$ cat src/design/rsmp_pkg.sv
// Shared constants and control types for the polyline resampler.
// Used by rsmp_outq and the top level; depends on nothing.
`timescale 1ns / 1ps

package rsmp_pkg;

	localparam int DEF_COORD_W     = 16;
	localparam int DEF_MAX_PER_SEG = 16;
	localparam int RESULT_LIMIT    = 33;
	localparam int RESULT_CNT_W    = $clog2(RESULT_LIMIT + 1);
	localparam int SPACING_W       = 12;
	localparam logic [SPACING_W-1:0] SPACING_RESET = 12'd320;

	localparam int CFG_ADDR_W = 2;
	localparam logic [CFG_ADDR_W-1:0] REG_SPACING  = 2'd0;
	localparam logic [CFG_ADDR_W-1:0] REG_CENTER_X = 2'd1;
	localparam logic [CFG_ADDR_W-1:0] REG_CENTER_Y = 2'd2;

	// Requests from the sequencer to the result queue.
	typedef struct packed {
		logic push;
		logic finish;
		logic trunc;
	} oq_ctl_t;

	// Status from the result queue back to the sequencer.
	typedef struct packed {
		logic push_ok;
		logic fin_ok;
		logic pend_v;
	} oq_sts_t;

endpackage

$ cat src/design/rsmp_muldiv.sv
// Serial unsigned multiply (one bit per cycle) optionally followed by a
// restoring divide (one quotient bit per cycle). Uses no package items.
`timescale 1ns / 1ps

module rsmp_muldiv #(
	parameter int W = 17
) (
	input  logic             clk,
	input  logic             arst_n,
	input  logic             go,
	input  logic             div_en,
	input  logic [W-1:0]     a,
	input  logic [W-1:0]     b,
	input  logic [W-1:0]     d,
	output logic             done,
	output logic [2*W-1:0]   quo,
	output logic [W-1:0]     rem
);

	localparam int CNT_W = $clog2(2 * W + 1);

	typedef enum logic [1:0] {M_IDLE, M_MUL, M_DIV} mstate_t;

	mstate_t          state_q;
	logic [CNT_W-1:0] cnt_q;
	logic             done_q;
	logic             div_en_q;
	logic [2*W-1:0]   acc_q;
	logic [W-1:0]     mplr_q;
	logic [W-1:0]     mcand_q;
	logic [W-1:0]     dvsr_q;
	logic [W-1:0]     rem_q;

	logic [W:0] r_next;
	logic [W:0] diff;
	logic       take;

	assign r_next = {rem_q, acc_q[2*W-1]};
	assign take   = r_next >= {1'b0, dvsr_q};
	assign diff   = r_next - {1'b0, dvsr_q};

	always_ff @(posedge clk or negedge arst_n) begin
		if (!arst_n) begin
			state_q <= M_IDLE;
			cnt_q   <= '0;
			done_q  <= 1'b0;
		end else begin
			done_q <= 1'b0;
			unique case (state_q)
				M_IDLE: begin
					if (go) begin
						acc_q    <= '0;
						mplr_q   <= b;
						mcand_q  <= a;
						dvsr_q   <= d;
						div_en_q <= div_en;
						rem_q    <= '0;
						cnt_q    <= CNT_W'(W);
						state_q  <= M_MUL;
					end
				end
				M_MUL: begin
					acc_q  <= {acc_q[2*W-2:0], 1'b0}
						+ (mplr_q[W-1] ? {{W{1'b0}}, mcand_q} : {(2*W){1'b0}});
					mplr_q <= {mplr_q[W-2:0], 1'b0};
					cnt_q  <= cnt_q - 1'b1;
					if (cnt_q == CNT_W'(1)) begin
						if (div_en_q) begin
							cnt_q   <= CNT_W'(2 * W);
							state_q <= M_DIV;
						end else begin
							done_q  <= 1'b1;
							state_q <= M_IDLE;
						end
					end
				end
				M_DIV: begin
					rem_q <= take ? diff[W-1:0] : r_next[W-1:0];
					acc_q <= {acc_q[2*W-2:0], take};
					cnt_q <= cnt_q - 1'b1;
					if (cnt_q == CNT_W'(1)) begin
						done_q  <= 1'b1;
						state_q <= M_IDLE;
					end
				end
				default: state_q <= M_IDLE;
			endcase
		end
	end

	assign done = done_q;
	assign quo  = acc_q;
	assign rem  = rem_q;

endmodule

$ cat src/design/rsmp_isqrt.sv
// Truncating integer square root, one root bit per cycle.
// Uses no package items.
`timescale 1ns / 1ps

module rsmp_isqrt #(
	parameter int W = 17
) (
	input  logic           clk,
	input  logic           arst_n,
	input  logic           go,
	input  logic [2*W-1:0] v,
	output logic           done,
	output logic [W-1:0]   root
);

	localparam int CNT_W = $clog2(W + 1);

	logic [CNT_W-1:0] cnt_q;
	logic             busy_q;
	logic             done_q;
	logic [2*W-1:0]   val_q;
	logic [W:0]       rem_q;
	logic [W-1:0]     root_q;

	logic [W+2:0] r2;
	logic [W+2:0] trial;
	logic [W+2:0] diff;
	logic         ge;

	assign r2    = {rem_q, val_q[2*W-1:2*W-2]};
	assign trial = {1'b0, root_q, 2'b01};
	assign ge    = r2 >= trial;
	assign diff  = r2 - trial;

	always_ff @(posedge clk or negedge arst_n) begin
		if (!arst_n) begin
			busy_q <= 1'b0;
			done_q <= 1'b0;
			cnt_q  <= '0;
		end else begin
			done_q <= 1'b0;
			if (!busy_q) begin
				if (go) begin
					val_q  <= v;
					rem_q  <= '0;
					root_q <= '0;
					cnt_q  <= CNT_W'(W);
					busy_q <= 1'b1;
				end
			end else begin
				rem_q  <= ge ? diff[W:0] : r2[W:0];
				root_q <= {root_q[W-2:0], ge};
				val_q  <= {val_q[2*W-3:0], 2'b00};
				cnt_q  <= cnt_q - 1'b1;
				if (cnt_q == CNT_W'(1)) begin
					busy_q <= 1'b0;
					done_q <= 1'b1;
				end
			end
		end
	end

	assign done = done_q;
	assign root = root_q;

endmodule

$ cat src/design/rsmp_outq.sv
// Result queue: one held sample, used to mark the last result of a vertex and
// to apply the per-vertex result limit, then the output register.
// Depends on rsmp_pkg.
`timescale 1ns / 1ps

module rsmp_outq #(
	parameter int CW = 16
) (
	input  logic                 clk,
	input  logic                 arst_n,
	input  rsmp_pkg::oq_ctl_t    ctl,
	input  logic signed [CW+1:0] px,
	input  logic signed [CW+1:0] py,
	input  logic signed [CW-1:0] cx,
	input  logic signed [CW-1:0] cy,
	output rsmp_pkg::oq_sts_t    sts,
	output logic                 m_valid,
	input  logic                 m_ready,
	output logic [CW-1:0]        m_x,
	output logic [CW-1:0]        m_y,
	output logic                 m_last,
	output logic                 m_trunc
);

	function automatic logic [CW-1:0] sat_sub(logic signed [CW+1:0] p,
		logic signed [CW-1:0] c);
		logic signed [CW+2:0] s;
		s = {p[CW+1], p} - {{3{c[CW-1]}}, c};
		if (s[CW+2:CW-1] == {4{1'b0}} || s[CW+2:CW-1] == {4{1'b1}})
			return s[CW-1:0];
		else if (s[CW+2])
			return {1'b1, {(CW-1){1'b0}}};
		else
			return {1'b0, {(CW-1){1'b1}}};
	endfunction

	logic [CW-1:0]                     pend_x_q, pend_y_q;
	logic                              pend_t_q;
	logic                              pend_v_q;
	logic [rsmp_pkg::RESULT_CNT_W-1:0] n_q;
	logic [CW-1:0]                     out_x_q, out_y_q;
	logic                              out_l_q, out_t_q;
	logic                              out_v_q;

	logic out_free;
	logic at_limit;

	assign out_free    = !out_v_q || m_ready;
	assign at_limit    = n_q >= rsmp_pkg::RESULT_CNT_W'(rsmp_pkg::RESULT_LIMIT);
	assign sts.push_ok = !pend_v_q || at_limit || out_free;
	assign sts.fin_ok  = !pend_v_q || out_free;
	assign sts.pend_v  = pend_v_q;

	always_ff @(posedge clk or negedge arst_n) begin
		if (!arst_n) begin
			pend_v_q <= 1'b0;
			out_v_q  <= 1'b0;
			n_q      <= '0;
		end else begin
			if (out_v_q && m_ready)
				out_v_q <= 1'b0;
			if (ctl.push && sts.push_ok) begin
				if (!pend_v_q) begin
					pend_x_q <= sat_sub(px, cx);
					pend_y_q <= sat_sub(py, cy);
					pend_t_q <= ctl.trunc;
					pend_v_q <= 1'b1;
					n_q      <= rsmp_pkg::RESULT_CNT_W'(1);
				end else if (!at_limit) begin
					out_x_q  <= pend_x_q;
					out_y_q  <= pend_y_q;
					out_t_q  <= pend_t_q;
					out_l_q  <= 1'b0;
					out_v_q  <= 1'b1;
					pend_x_q <= sat_sub(px, cx);
					pend_y_q <= sat_sub(py, cy);
					pend_t_q <= ctl.trunc;
					n_q      <= n_q + 1'b1;
				end else begin
					// Past the limit the sample is dropped and the held one flagged.
					pend_t_q <= 1'b1;
				end
			end else if (ctl.finish && sts.fin_ok) begin
				if (pend_v_q) begin
					out_x_q  <= pend_x_q;
					out_y_q  <= pend_y_q;
					out_t_q  <= pend_t_q;
					out_l_q  <= 1'b1;
					out_v_q  <= 1'b1;
					pend_v_q <= 1'b0;
				end
				n_q <= '0;
			end
		end
	end

	assign m_valid = out_v_q;
	assign m_x     = out_x_q;
	assign m_y     = out_y_q;
	assign m_last  = out_l_q;
	assign m_trunc = out_t_q;

endmodule

$ cat src/design/polyline_equal_spacing_resampler.sv
// Equal arc length resampler: top level with the per-vertex sequencer.
// Depends on rsmp_pkg, rsmp_muldiv, rsmp_isqrt and rsmp_outq.
`timescale 1ns / 1ps

// One vertex is taken at a time; s_axis_tready is high only while the block
// is idle. Each segment first computes the squares, root and sample count,
// then scales both coordinates of each emitted sample; the arithmetic is W =
// COORD_WIDTH + 1 bits wide. The squares, count and scaling share one
// bit-serial multiply and divide unit; the root has its own unit.
// Results leave through an output register, so the last result of one vertex
// may still wait on m_axis_tready while the next vertex is being worked.

module polyline_equal_spacing_resampler #(
	parameter int COORD_WIDTH     = rsmp_pkg::DEF_COORD_W,
	parameter int MAX_PER_SEGMENT = rsmp_pkg::DEF_MAX_PER_SEG,
	localparam int TDATA_W        = ((2 * COORD_WIDTH + 7) / 8) * 8
) (
	input  logic                            clk,
	input  logic                            arst_n,
	input  logic                            s_axis_tvalid,
	output logic                            s_axis_tready,
	input  logic [TDATA_W-1:0]              s_axis_tdata,  // point_x, point_y
	input  logic [1:0]                      s_axis_tuser,  // starts_subpath, closes_subpath
	output logic                            m_axis_tvalid,
	input  logic                            m_axis_tready,
	output logic [TDATA_W-1:0]              m_axis_tdata,  // sample_x, sample_y
	output logic                            m_axis_tlast,  // last_of_run
	output logic [0:0]                      m_axis_tuser,  // truncated
	input  logic                            cfg_we,
	input  logic [rsmp_pkg::CFG_ADDR_W-1:0] cfg_addr,
	input  logic [COORD_WIDTH-1:0]          cfg_data
);

	localparam int CW = COORD_WIDTH;
	localparam int W  = CW + 1;
	localparam int EW = $clog2(MAX_PER_SEGMENT + 1);
	localparam int SW = rsmp_pkg::SPACING_W;

	typedef enum logic [3:0] {
		ST_IDLE, ST_START, ST_SEG, ST_SQX, ST_SQY, ST_ROOT, ST_PLAN,
		ST_COUNT, ST_SCX, ST_SCY, ST_EMIT, ST_SEGEND, ST_FIN
	} state_t;

	state_t state_q;

	logic [SW-1:0]        spacing_q;
	logic signed [CW-1:0] cx_q, cy_q;
	logic signed [CW-1:0] prev_x_q, prev_y_q, org_x_q, org_y_q, tgt_x_q, tgt_y_q;
	logic [W-1:0]         carry_q;
	logic                 close_q;
	logic                 negx_q, negy_q;
	logic [W-1:0]         mx_q, my_q, len_q, pos_q, sx_q, sy_q;
	logic [2*W-1:0]       sq_q;
	logic [EW-1:0]        k_q, emit_q;
	logic                 trunc_q;

	logic                 md_go_q, md_div_q;
	logic [W-1:0]         md_a_q, md_b_q, md_d_q;
	logic                 md_done;
	logic [2*W-1:0]       md_quo;
	logic [W-1:0]         md_rem;
	logic                 sq_go_q;
	logic                 sq_done;
	logic [W-1:0]         sq_root;

	rsmp_pkg::oq_ctl_t    oq_ctl;
	rsmp_pkg::oq_sts_t    oq_sts;
	logic signed [CW+1:0] push_x, push_y;
	logic [CW-1:0]        res_x, res_y;

	// Segment setup
	logic signed [W-1:0] dx, dy;
	logic [W-1:0]        adx, ady;
	logic [SW-1:0]       sp_eff;
	logic [W-1:0]        carry_cl;
	logic [W-1:0]        first;
	logic [W-1:0]        pos_nx;

	assign dx     = {tgt_x_q[CW-1], tgt_x_q} - {prev_x_q[CW-1], prev_x_q};
	assign dy     = {tgt_y_q[CW-1], tgt_y_q} - {prev_y_q[CW-1], prev_y_q};
	assign adx    = dx[W-1] ? W'(-dx) : W'(dx);
	assign ady    = dy[W-1] ? W'(-dy) : W'(dy);
	assign sp_eff = (spacing_q == '0) ? SW'(1) : spacing_q;
	assign carry_cl = (carry_q < W'(sp_eff)) ? carry_q : W'(sp_eff);
	assign first  = W'(sp_eff) - carry_cl;
	assign pos_nx = pos_q + W'(sp_eff);

	always_comb begin
		if (state_q == ST_START) begin
			push_x = {{2{prev_x_q[CW-1]}}, prev_x_q};
			push_y = {{2{prev_y_q[CW-1]}}, prev_y_q};
		end else begin
			push_x = {{2{prev_x_q[CW-1]}}, prev_x_q}
				+ (negx_q ? -{1'b0, sx_q} : {1'b0, sx_q});
			push_y = {{2{prev_y_q[CW-1]}}, prev_y_q}
				+ (negy_q ? -{1'b0, sy_q} : {1'b0, sy_q});
		end
		oq_ctl.push   = (state_q == ST_START) || (state_q == ST_EMIT);
		oq_ctl.finish = (state_q == ST_FIN);
		oq_ctl.trunc  = (state_q == ST_EMIT) && trunc_q;
	end

	assign s_axis_tready = (state_q == ST_IDLE);

	// Configuration registers
	always_ff @(posedge clk or negedge arst_n) begin
		if (!arst_n) begin
			spacing_q <= rsmp_pkg::SPACING_RESET;
			cx_q      <= '0;
			cy_q      <= '0;
		end else if (cfg_we) begin
			unique case (cfg_addr)
				rsmp_pkg::REG_SPACING:  spacing_q <= cfg_data[SW-1:0];
				rsmp_pkg::REG_CENTER_X: cx_q      <= cfg_data;
				rsmp_pkg::REG_CENTER_Y: cy_q      <= cfg_data;
				default: ;
			endcase
		end
	end

	always_ff @(posedge clk or negedge arst_n) begin
		if (!arst_n) begin
			state_q  <= ST_IDLE;
			prev_x_q <= '0;
			prev_y_q <= '0;
			org_x_q  <= '0;
			org_y_q  <= '0;
			carry_q  <= '0;
			close_q  <= 1'b0;
			md_go_q  <= 1'b0;
			sq_go_q  <= 1'b0;
			k_q      <= '0;
			emit_q   <= '0;
		end else begin
			md_go_q <= 1'b0;
			sq_go_q <= 1'b0;
			unique case (state_q)
				ST_IDLE: begin
					if (s_axis_tvalid) begin
						close_q <= s_axis_tuser[1];
						tgt_x_q <= s_axis_tdata[CW-1:0];
						tgt_y_q <= s_axis_tdata[2*CW-1:CW];
						if (s_axis_tuser[0]) begin
							prev_x_q <= s_axis_tdata[CW-1:0];
							prev_y_q <= s_axis_tdata[2*CW-1:CW];
							org_x_q  <= s_axis_tdata[CW-1:0];
							org_y_q  <= s_axis_tdata[2*CW-1:CW];
							carry_q  <= '0;
							state_q  <= ST_START;
						end else begin
							state_q <= ST_SEG;
						end
					end
				end
				ST_START: begin
					if (oq_sts.push_ok) begin
						if (close_q) begin
							close_q <= 1'b0;
							tgt_x_q <= org_x_q;
							tgt_y_q <= org_y_q;
							state_q <= ST_SEG;
						end else begin
							state_q <= ST_FIN;
						end
					end
				end
				ST_SEG: begin
					negx_q   <= dx[W-1];
					negy_q   <= dy[W-1];
					mx_q     <= adx;
					my_q     <= ady;
					md_a_q   <= adx;
					md_b_q   <= adx;
					md_div_q <= 1'b0;
					md_go_q  <= 1'b1;
					state_q  <= ST_SQX;
				end
				ST_SQX: begin
					if (md_done) begin
						sq_q    <= md_quo;
						md_a_q  <= my_q;
						md_b_q  <= my_q;
						md_go_q <= 1'b1;
						state_q <= ST_SQY;
					end
				end
				ST_SQY: begin
					if (md_done) begin
						sq_q    <= sq_q + md_quo;
						sq_go_q <= 1'b1;
						state_q <= ST_ROOT;
					end
				end
				ST_ROOT: begin
					if (sq_done) begin
						len_q   <= sq_root;
						state_q <= (sq_root == '0) ? ST_SEGEND : ST_PLAN;
					end
				end
				ST_PLAN: begin
					if (first > len_q) begin
						carry_q <= carry_cl + len_q;
						state_q <= ST_SEGEND;
					end else begin
						pos_q    <= first;
						md_a_q   <= len_q - first;
						md_b_q   <= W'(1);
						md_d_q   <= W'(sp_eff);
						md_div_q <= 1'b1;
						md_go_q  <= 1'b1;
						state_q  <= ST_COUNT;
					end
				end
				ST_COUNT: begin
					if (md_done) begin
						// The remainder is the distance left after the last sample.
						carry_q <= md_rem;
						trunc_q <= md_quo >= (2*W)'(MAX_PER_SEGMENT);
						emit_q  <= (md_quo >= (2*W)'(MAX_PER_SEGMENT))
							? EW'(MAX_PER_SEGMENT) : EW'(md_quo + 1'b1);
						k_q     <= '0;
						md_a_q  <= mx_q;
						md_b_q  <= pos_q;
						md_d_q  <= len_q;
						md_go_q <= 1'b1;
						state_q <= ST_SCX;
					end
				end
				ST_SCX: begin
					if (md_done) begin
						sx_q    <= md_quo[W-1:0];
						md_a_q  <= my_q;
						md_go_q <= 1'b1;
						state_q <= ST_SCY;
					end
				end
				ST_SCY: begin
					if (md_done) begin
						sy_q    <= md_quo[W-1:0];
						state_q <= ST_EMIT;
					end
				end
				ST_EMIT: begin
					if (oq_sts.push_ok) begin
						k_q   <= k_q + 1'b1;
						pos_q <= pos_nx;
						if (k_q + 1'b1 == emit_q) begin
							state_q <= ST_SEGEND;
						end else begin
							md_a_q  <= mx_q;
							md_b_q  <= pos_nx;
							md_go_q <= 1'b1;
							state_q <= ST_SCX;
						end
					end
				end
				ST_SEGEND: begin
					prev_x_q <= tgt_x_q;
					prev_y_q <= tgt_y_q;
					if (close_q) begin
						close_q <= 1'b0;
						tgt_x_q <= org_x_q;
						tgt_y_q <= org_y_q;
						state_q <= ST_SEG;
					end else begin
						state_q <= ST_FIN;
					end
				end
				ST_FIN: begin
					if (oq_sts.fin_ok)
						state_q <= ST_IDLE;
				end
				default: state_q <= ST_IDLE;
			endcase
		end
	end

	rsmp_muldiv #(.W(W)) u_muldiv (
		.clk    (clk),
		.arst_n (arst_n),
		.go     (md_go_q),
		.div_en (md_div_q),
		.a      (md_a_q),
		.b      (md_b_q),
		.d      (md_d_q),
		.done   (md_done),
		.quo    (md_quo),
		.rem    (md_rem)
	);

	rsmp_isqrt #(.W(W)) u_isqrt (
		.clk    (clk),
		.arst_n (arst_n),
		.go     (sq_go_q),
		.v      (sq_q),
		.done   (sq_done),
		.root   (sq_root)
	);

	rsmp_outq #(.CW(CW)) u_outq (
		.clk     (clk),
		.arst_n  (arst_n),
		.ctl     (oq_ctl),
		.px      (push_x),
		.py      (push_y),
		.cx      (cx_q),
		.cy      (cy_q),
		.sts     (oq_sts),
		.m_valid (m_axis_tvalid),
		.m_ready (m_axis_tready),
		.m_x     (res_x),
		.m_y     (res_y),
		.m_last  (m_axis_tlast),
		.m_trunc (m_axis_tuser[0])
	);

	assign m_axis_tdata = TDATA_W'({res_y, res_x});

	// A vertex is never left with a held result once the block is idle again.
	a_idle_drained: assert property (@(posedge clk) disable iff (!arst_n)
		state_q == ST_IDLE |-> !oq_sts.pend_v)
		else $error("held result left over at end of vertex");

	// The carried distance always stays below 1 << SW, so it never exceeds the largest spacing.
	a_carry_range: assert property (@(posedge clk) disable iff (!arst_n)
		carry_q < W'(1 << SW))
		else $error("carried distance out of range");

	a_emit_count: assert property (@(posedge clk) disable iff (!arst_n)
		state_q == ST_EMIT |-> (k_q < emit_q && emit_q <= EW'(MAX_PER_SEGMENT)))
		else $error("sample index beyond emit count");

	a_accept_leaves_idle: assert property (@(posedge clk) disable iff (!arst_n)
		s_axis_tvalid && s_axis_tready |=> state_q != ST_IDLE)
		else $error("accepted vertex not started");

endmodule

$ cat config.mk
export PLATFORM = sky130hd
export DESIGN_NAME = polyline_equal_spacing_resampler
export DESIGN_NICKNAME = d
export VERILOG_FILES = /design/src/design/rsmp_pkg.sv /design/src/design/rsmp_muldiv.sv /design/src/design/rsmp_isqrt.sv /design/src/design/rsmp_outq.sv /design/src/design/polyline_equal_spacing_resampler.sv
export SDC_FILE = /design/constraint.sdc
export NUM_CORES = 2
export LEC_CHECK = 0
export BUFFER_PORTS_ARGS = -buffer_cell sky130_fd_sc_hd__buf_2
export CAP_MARGIN = 20
export CORE_AREA = 3 3 243 268
export CTS_CLUSTER_SIZE = 12
export DETAILED_ROUTE_END_ITERATION = 12
export DIE_AREA = 0 0 246 271
export MAX_ROUTING_LAYER = met4
export PLACE_DENSITY_LB_ADDON = 0.25
export SLEW_MARGIN = 20
export SYNTH_ARGS = -nofsm -noshare
export SYNTH_HDL_FRONTEND = slang
export SYNTH_SLANG_ARGS = --single-unit
$ cat constraint.sdc
create_clock -name clk -period 9.2 [get_ports clk]
set_clock_uncertainty 0.1 [all_clocks]
set_input_delay 2.3 -clock clk [delete_from_list [all_inputs] [get_ports clk]]
set_output_delay 2.3 -clock clk [all_outputs]
set_load 0.005 [all_outputs]
## Yosys cells after proc, flatten, opt, wreduce, memory -nomap -nowiden

Index checks and enable logic that the tools add are counted.

| storage, ports and cells | value |
|---|---|
| bits of input ports | 57 |
| output and inout port bits | 36 |
| word-level logic and storage cells | 353 |
| register bits | 628 |

| operators by class | value |
|---|---|
| reduce and logical (&&, ||, !) cells | 70 |
| $lt $le $gt $ge | 6 |
| eq/ne operators | 42 |
| mux-type cells | 155 |
| add/subtract/negate cells | 23 |

Operators with widths:

| kind | count |
|---|---|
| 16-bit two-way mux | 29 |
| 17-bit two-way mux | 25 |
| 34-bit two-way mux | 5 |
| 17-bit one-hot mux with 5 select lines | 2 |
| 17-bit one-hot mux with 2 select lines | 4 |
| 18-bit two-way mux | 7 |
| 34-bit one-hot mux with 3 select lines | 1 |
| 16-bit one-hot mux with 3 select lines | 2 |
| 34-bit one-hot mux with 2 select lines | 1 |
| 16-bit one-hot mux with 2 select lines | 2 |
| 4-bit two-way mux | 13 |
| 4-bit one-hot mux with 13 select lines | 1 |
| 17-bit one-hot mux with 3 select lines | 1 |
| 3-bit AND reduction | 15 |
| 6-bit two-way mux | 7 |
| 18-bit by 16-bit subtractor with 19-bit output | 2 |
| 18-bit adder | 2 |
| 1-bit two-way mux | 36 |
| 17-bit negation with 18-bit output | 2 |
| 34-bit by 17-bit adder with 34-bit output | 1 |
| 34-bit adder | 1 |
| 34-bit by 5-bit greater-or-equal comparator with 1-bit output (second input constant) | 1 |
| 17-bit negation | 2 |
| 16-bit by 16-bit subtractor with 17-bit output | 2 |
| other kinds (52) | 132 |

## Depth between registers and ports, before layout

| depth | value |
|---|---|
| depth after elaboration | 10 |
| gate-level depth with buffers | 29 |
| gate-level depth less buffers | 28 |

## By module

Synthesis repeated with hierarchy kept, for this count alone.

| second synthesis, totals | value |
|---|---|
| cells, all modules | 3937 |
| area total of the unflattened synthesis | 40193.5 sq um |

Modules (own cells, without submodules):

| module | area an instance (sq um) | cells each | times used | seq. area each (sq um) |
|---|---|---|---|---|
| polyline_equal_spacing_resampler | 24374.6 | 2449 | 1 | 10252.3 |
| rsmp_muldiv | 6780.3 | 634 | 1 | 3318.2 |
| rsmp_outq | 4837.1 | 469 | 1 | 2212.1 |
| rsmp_isqrt | 4201.5 | 385 | 1 | 2247.2 |

## Worst setup path after synthesis

Ideal clock, no wire load.

| path | value |
|---|---|
| path kind | register to register |
| start | register spacing_q[8] |
| end | register pos_q[0], enable pin |
| path slack | 2.180 ns |
| cell stages (with the launch flop) | 27 |
| data required time | 8.683 ns |
| arrival | 6.503 ns |
| path buffers | 1 |
| library setup time | 0.417 ns |
| clock period less this slack | 7.020 ns |
| cell sequence | dfstp_2 -> inv_1 -> ha_1 -> a2111o_1 -> or3_1 -> o21ai_0 -> a211oi_1 -> o21ai_0 -> nand3_1 -> buf_2 -> mux2i_1 -> ha_1 -> fa_1 -> nor2b_4 -> o31a_4 -> o31ai_4 -> or2b_1 -> a21oi_1 -> xor2_1 -> ha_1 -> a21oi_1 -> nor2b_1 -> a311o_1 -> a2111oi_4 -> nor3_1 -> o21ai_0 -> a21boi_0 |

| on the way | value |
|---|---|
| cells in the longest elaborated chain, start to end | 8 |

Ends and longest elaborated chain:

| item | line | RTL |
|---|---|---|
| start: declaration | polyline_equal_spacing_resampler.sv:46 | `logic [SW-1:0] spacing_q;` |
| start signal: assignment | polyline_equal_spacing_resampler.sv:108 | `spacing_q <= rsmp_pkg::SPACING_RESET;` |
| start signal: assignment | polyline_equal_spacing_resampler.sv:113 | `rsmp_pkg::REG_SPACING: spacing_q <= cfg_data[SW-1:0];` |
| 12-bit zero test | polyline_equal_spacing_resampler.sv:83 | `assign sp_eff = (spacing_q == '0) ? SW'(1) : spacing_q;` |
| 12-bit two-way mux * | polyline_equal_spacing_resampler.sv:83 |  |
| 17-bit by 12-bit less-than comparator with 1-bit output | polyline_equal_spacing_resampler.sv:84 | `assign carry_cl = (carry_q < W'(sp_eff)) ? carry_q : W'(sp_eff);` |
| 17-bit two-way mux | polyline_equal_spacing_resampler.sv:84 |  |
| 12-bit by 17-bit subtractor with 17-bit output * | polyline_equal_spacing_resampler.sv:85 | `assign first = W'(sp_eff) - carry_cl;` |
| 17-bit > comparator * | polyline_equal_spacing_resampler.sv:201 | `if (first > len_q) begin` |
| 2-bit != test (no line) * | - |  |
| 4-bit AND reduction (no line) * | - |  |
| end signal: assignment | polyline_equal_spacing_resampler.sv:205 | `pos_q <= first;` |
| end signal: assignment | polyline_equal_spacing_resampler.sv:246 | `pos_q <= pos_nx;` |
| end: declaration | polyline_equal_spacing_resampler.sv:52 | `logic [W-1:0] mx_q, my_q, len_q, pos_q, sx_q, sy_q;` |

Mark *: on every way between the ends. The rest lies on a longest branch, timed or not.
A chain may end at the register's enable or synchronous reset.

## Final worst setup path

| path | value |
|---|---|
| start | register spacing_q[7] |
| end | register carry_q[6] |

| on the way | value |
|---|---|
| cells in the longest elaborated chain, start to end | 8 |
| elaborated cells on any way between the ends | 11 |
| classes of those cells | 2 x add/sub; 2 x order compare; 1 x eq/ne; 4 x mux; 2 x reduce/logical |

Ends and longest elaborated chain:

| item | line | RTL |
|---|---|---|
| 12-bit zero test | polyline_equal_spacing_resampler.sv:83 |  |
| 12-bit two-way mux * | polyline_equal_spacing_resampler.sv:83 |  |
| 17-bit by 12-bit less-than comparator with 1-bit output | polyline_equal_spacing_resampler.sv:84 |  |
| 17-bit two-way mux | polyline_equal_spacing_resampler.sv:84 |  |
| 12-bit by 17-bit subtractor with 17-bit output | polyline_equal_spacing_resampler.sv:85 |  |
| 17-bit > comparator | polyline_equal_spacing_resampler.sv:201 |  |
| 2-bit != test (no line) | - |  |
| 5-bit AND reduction (no line) | - |  |
| end signal: assignment | polyline_equal_spacing_resampler.sv:202 | `carry_q <= carry_cl + len_q;` |
| end signal: assignment | polyline_equal_spacing_resampler.sv:217 | `carry_q <= md_rem;` |
| end: declaration | polyline_equal_spacing_resampler.sv:49 | `logic [W-1:0] carry_q;` |

Mark *: on every way between the ends. The rest lies on a longest branch, timed or not. The select of a mux whose other input is x is not followed.

==> impl_metrics.json <==
{
  "required_ps": 9580,
  "max_freq_ghz": 0.143,
  "multi_input_area_sq_um": 20600,
  "postCtsHoldBufs": 0,
  "critical_path_class": "flop to flop",
  "reg2regPathDepth": 25,
  "firstDrtPassIters": 7,
  "drive_gt1_frac": 0.117,
  "p_seq_frac": 0.259,
  "startpoint_type": "flop",
  "ant_nets": 0,
  "min_path_cells": 0,
  "clk_pin_slew_ps": 60,
  "cts_tree": "built",
  "wl_per_cell_microns": 21.7,
  "core_sq_um": 62600,
  "synthArstFlopShare": 0.264,
  "cts.sink_count": 628,
  "cellPowerDensity_nw_per_um2": 424,
  "wirelength_microns": 106000,
  "slowest_delay_ps": 670,
  "num_io_pins": 93,
  "numCtsBuffers": 70,
  "grt_max_degree": 84,
  "swShare": 0.453,
  "track_usage": 0.326,
  "fin_nets": 4309,
  "routed_via_density": 6.36,
  "hp-start": "u_outq.pend_x_q[3]$_DFFE_PP_",
  "synth.top_cell.area_share": 0.347,
  "finalCritPeriodShare": 0.763,
  "ys_seq_area_frac": 0.452,
  "status": "complete, no violations",
  "ys.flop_type": "edfxtp_1",
  "min_to": "u_outq.m_x[3]$_DFFE_PP_",
  "regArea_sq_um": 18000,
  "dpl.cell_count": 4729,
  "fillers": 4727,
  "syn2layout_area_growth_pct": 9.01,
  "hold_viol": 0,
  "cp.arrival_ps": 7400,
  "rr_endpoint": "carry_q[6]$_DFFE_PN0P_",
  "critPathMostFrequentCell": "ha_1",
  "syn_avg_cell_area_sq_um": 10.2,
  "antenna_found_initial": 1,
  "synth-edff-count": 462,
  "slew_headroom": 0.273,
  "postCtsSetupBuffers": 0,
  "hpwlAfterDp_microns": 77000,
  "fin_cells": 4858,
  "hp-class": "flop to flop",
  "die_h_microns": 271,
  "hold_slack_ps": 315,
  "vdd_drop_max_mv": 0.307,
  "ys_ff_latch": 628,
  "clkLatencyLatePin_ps": 610,
  "p_clk_frac": 0.146,
  "synth_top_area_cell": "edfxtp_1",
  "synth_cells": 3897,
  "leakagePower_nw": 17.5,
  "setup_violations": 0,
  "tightestPinTransition_ps": 1080,
  "overflow": 0,
  "p_int_mw": 10.1,
  "io_buffers": 92,
  "rsz0062_at_grt": "no",
  "p_sw_mw": 8.36,
  "fin_setup_tns_ps": 0,
  "gp_congestion": 0.978,
  "remaining_drc_errors": 0,
  "period_needed_ps": 7020,
  "crit_fanout": 19,
  "drt_iter0_drc": 3450,
  "syn-cell-area_sq_um": 39900,
  "rows": 96,
  "cts_buffer_depth": 3,
  "maxSlewViolCount": 0,
  "maxCapViolCount": 0,
  "fp.dieW_microns": 246,
  "end_kind": "flop",
  "synth_cell_types": 113,
  "grt_pass1_vias": 29664,
  "vias": 30894,
  "start_util": 0.638,
  "die-area_sq_um": 66700,
  "cts_root_buf": "clkbuf_16",
  "power_mw": 18.4,
  "r2r_start": "spacing_q[7]$_DFFE_PN0P_",
  "comb_power_share": 0.595,
  "yosys_warnings": 0,
  "h-tree-depth": 3,
  "grt_pass1_wl_microns": 165000,
  "cts_resized": 0,
  "synthTopCellsByArea": "edfxtp_1 35%, dfrtp_1 10%, ha_1 8.5%",
  "ff2ff_setup_slack_ps": 2180,
  "slowest_stage": "a21oi_4"
}
worst max path at each step:
stage / endpoint / start / cells past startpoint
global placement: md_d_q[8]$_DFFE_PP_ / spacing_q[7]$_DFFE_PN0P_ / 25
floorplan: pos_q[0]$_DFFE_PP_ / spacing_q[8]$_DFFE_PN1P_ / 26
CTS: carry_q[6]$_DFFE_PN0P_ / spacing_q[7]$_DFFE_PN0P_ / 25
global route: u_outq.pend_y_q[0]$_DFFE_PP_ / negy_q$_DFFE_PP_ / 19
detailed placement: carry_q[4]$_DFFE_PN0P_ / spacing_q[7]$_DFFE_PN0P_ / 25
finish: carry_q[6]$_DFFE_PN0P_ / spacing_q[7]$_DFFE_PN0P_ / 25
through the flow:
step	utilization	setup WS, ps	area (sq um)
after global routing	0.696	1700	43500
after detailed placement	0.661	2260	41400
final	0.696	2180	43500
after floorplan	-	2180	39900
after CTS	0.695	2200	43500
after global placement	0.661	2160	41300
routing by layer:
layer,global-route usage,share of wire,wire (microns),vias to the layer above
met5,-,0,0,-
li1,-,-,-,14465
met1,0.437,0.42,44000,14918
met4,0.119,0.038,4040,0
met2,0.509,0.47,49300,1266
met3,0.0442,0.078,8270,245
state kept, by name, indices dropped and copies added, names as in the netlist, 18 cells and up:
name / flops
sq_q: 34
u_isqrt.val_q: 34
u_muldiv.quo: 34
u_isqrt.rem_q: 18
kinds of logic (layout without fill, tap and decap cells):
kind of cell / after synthesis / after routing / synth area share
adder cells (fa/ha/maj): 286 / 286 / 0.0920
flip-flops: 628 / 628 / 0.452
XOR/XNOR: 254 / 254 / 0.0557
AND/OR/NAND/NOR: 1122 / 1122 / 0.133
buffers and inverters: 381 / 505 / 0.0369
multiplexers: 197 / 197 / 0.0547
AO/OA/AOI/OAI: 1028 / 1028 / 0.176
other: 1 / 5 / 0.0000939
layout by cell type, fill, tap and decap left out, types with 37 or more instances in the layout:
| cell type | netlist | routed |
|---|---|---|
| buf_4 | 1 | 44 |
| o21ai_0 | 250 | 249 |
| nand2_1 | 351 | 350 |
| a22o_1 | 38 | 38 |
| buf_2 | 14 | 91 |
| nand3_1 | 70 | 70 |
| nor3_1 | 69 | 64 |
| a21o_1 | 64 | 64 |
| and3_1 | 37 | 37 |
| inv_1 | 237 | 237 |
| ha_1 | 271 | 271 |
| a31oi_1 | 63 | 63 |
| mux2i_1 | 54 | 54 |
| nor2_1 | 299 | 293 |
| xnor2_1 | 158 | 158 |
| xor2_1 | 96 | 96 |
| clkbuf_16 | 0 | 73 |
| dfrtp_1 | 164 | 163 |
| nand2b_1 | 41 | 41 |
| a21oi_1 | 197 | 196 |
| edfxtp_1 | 462 | 462 |
| o21a_1 | 58 | 58 |
| mux2_2 | 133 | 133 |
| and2_1 | 59 | 59 |
| nor2b_1 | 53 | 51 |
worst max-delay path, delay by kind of cell, from the launching register on:
| kind | cells | cell delay [ps] |
|---|---|---|
| multiplexers | 2 | 570 |
| adder cells (fa/ha/maj) | 3 | 950 |
| XOR/XNOR | 1 | 210 |
| AND/OR/NAND/NOR | 5 | 1010 |
| flip-flops | 1 | 470 |
| buffers and inverters | 2 | 430 |
| AO/OA/AOI/OAI | 12 | 3130 |
power by group through the flow:
| stage | sequential (mW) | combinational, mW | clock [mW] |
|---|---|---|---|
| after floorplan | 4.53 | 8.25 | 0 |
| after global placement | 4.77 | 10.5 | 0 |
| after detailed placement | 4.79 | 10.7 | 0 |
| after CTS | 4.75 | 10.8 | 2.72 |
| after global routing | 4.82 | 12.0 | 2.84 |
| final | 4.77 | 11.0 | 2.69 |
final cells by class:
| type | instances | share of cell area |
|---|---|---|
| multi-input combinational | 2891 | 0.473 |
| sequential | 628 | 0.414 |
| clock buffer | 108 | 0.0468 |
| tap | 833 | 0.0239 |
| inverter | 241 | 0.0208 |
| timing repair buffer | 136 | 0.0184 |
| clock inverter | 20 | 0.00287 |
| antenna | 1 | 0.0000575 |
cells in the mapped netlist (58+ instances only):
cell type  instances
xor2_1            96
nor3_1            69
nand2_1          351
o21a_1            58
a31oi_1           63
nand3_1           70
a21o_1            64
mux2_2           133
clkbuf_1         109
ha_1             271
a21oi_1          197
inv_1            237
dfrtp_1          164
nor2_1           299
o21ai_0          250
edfxtp_1         462
xnor2_1          158
and2_1            59
Note: power is estimated with default switching activity, not from simulation.
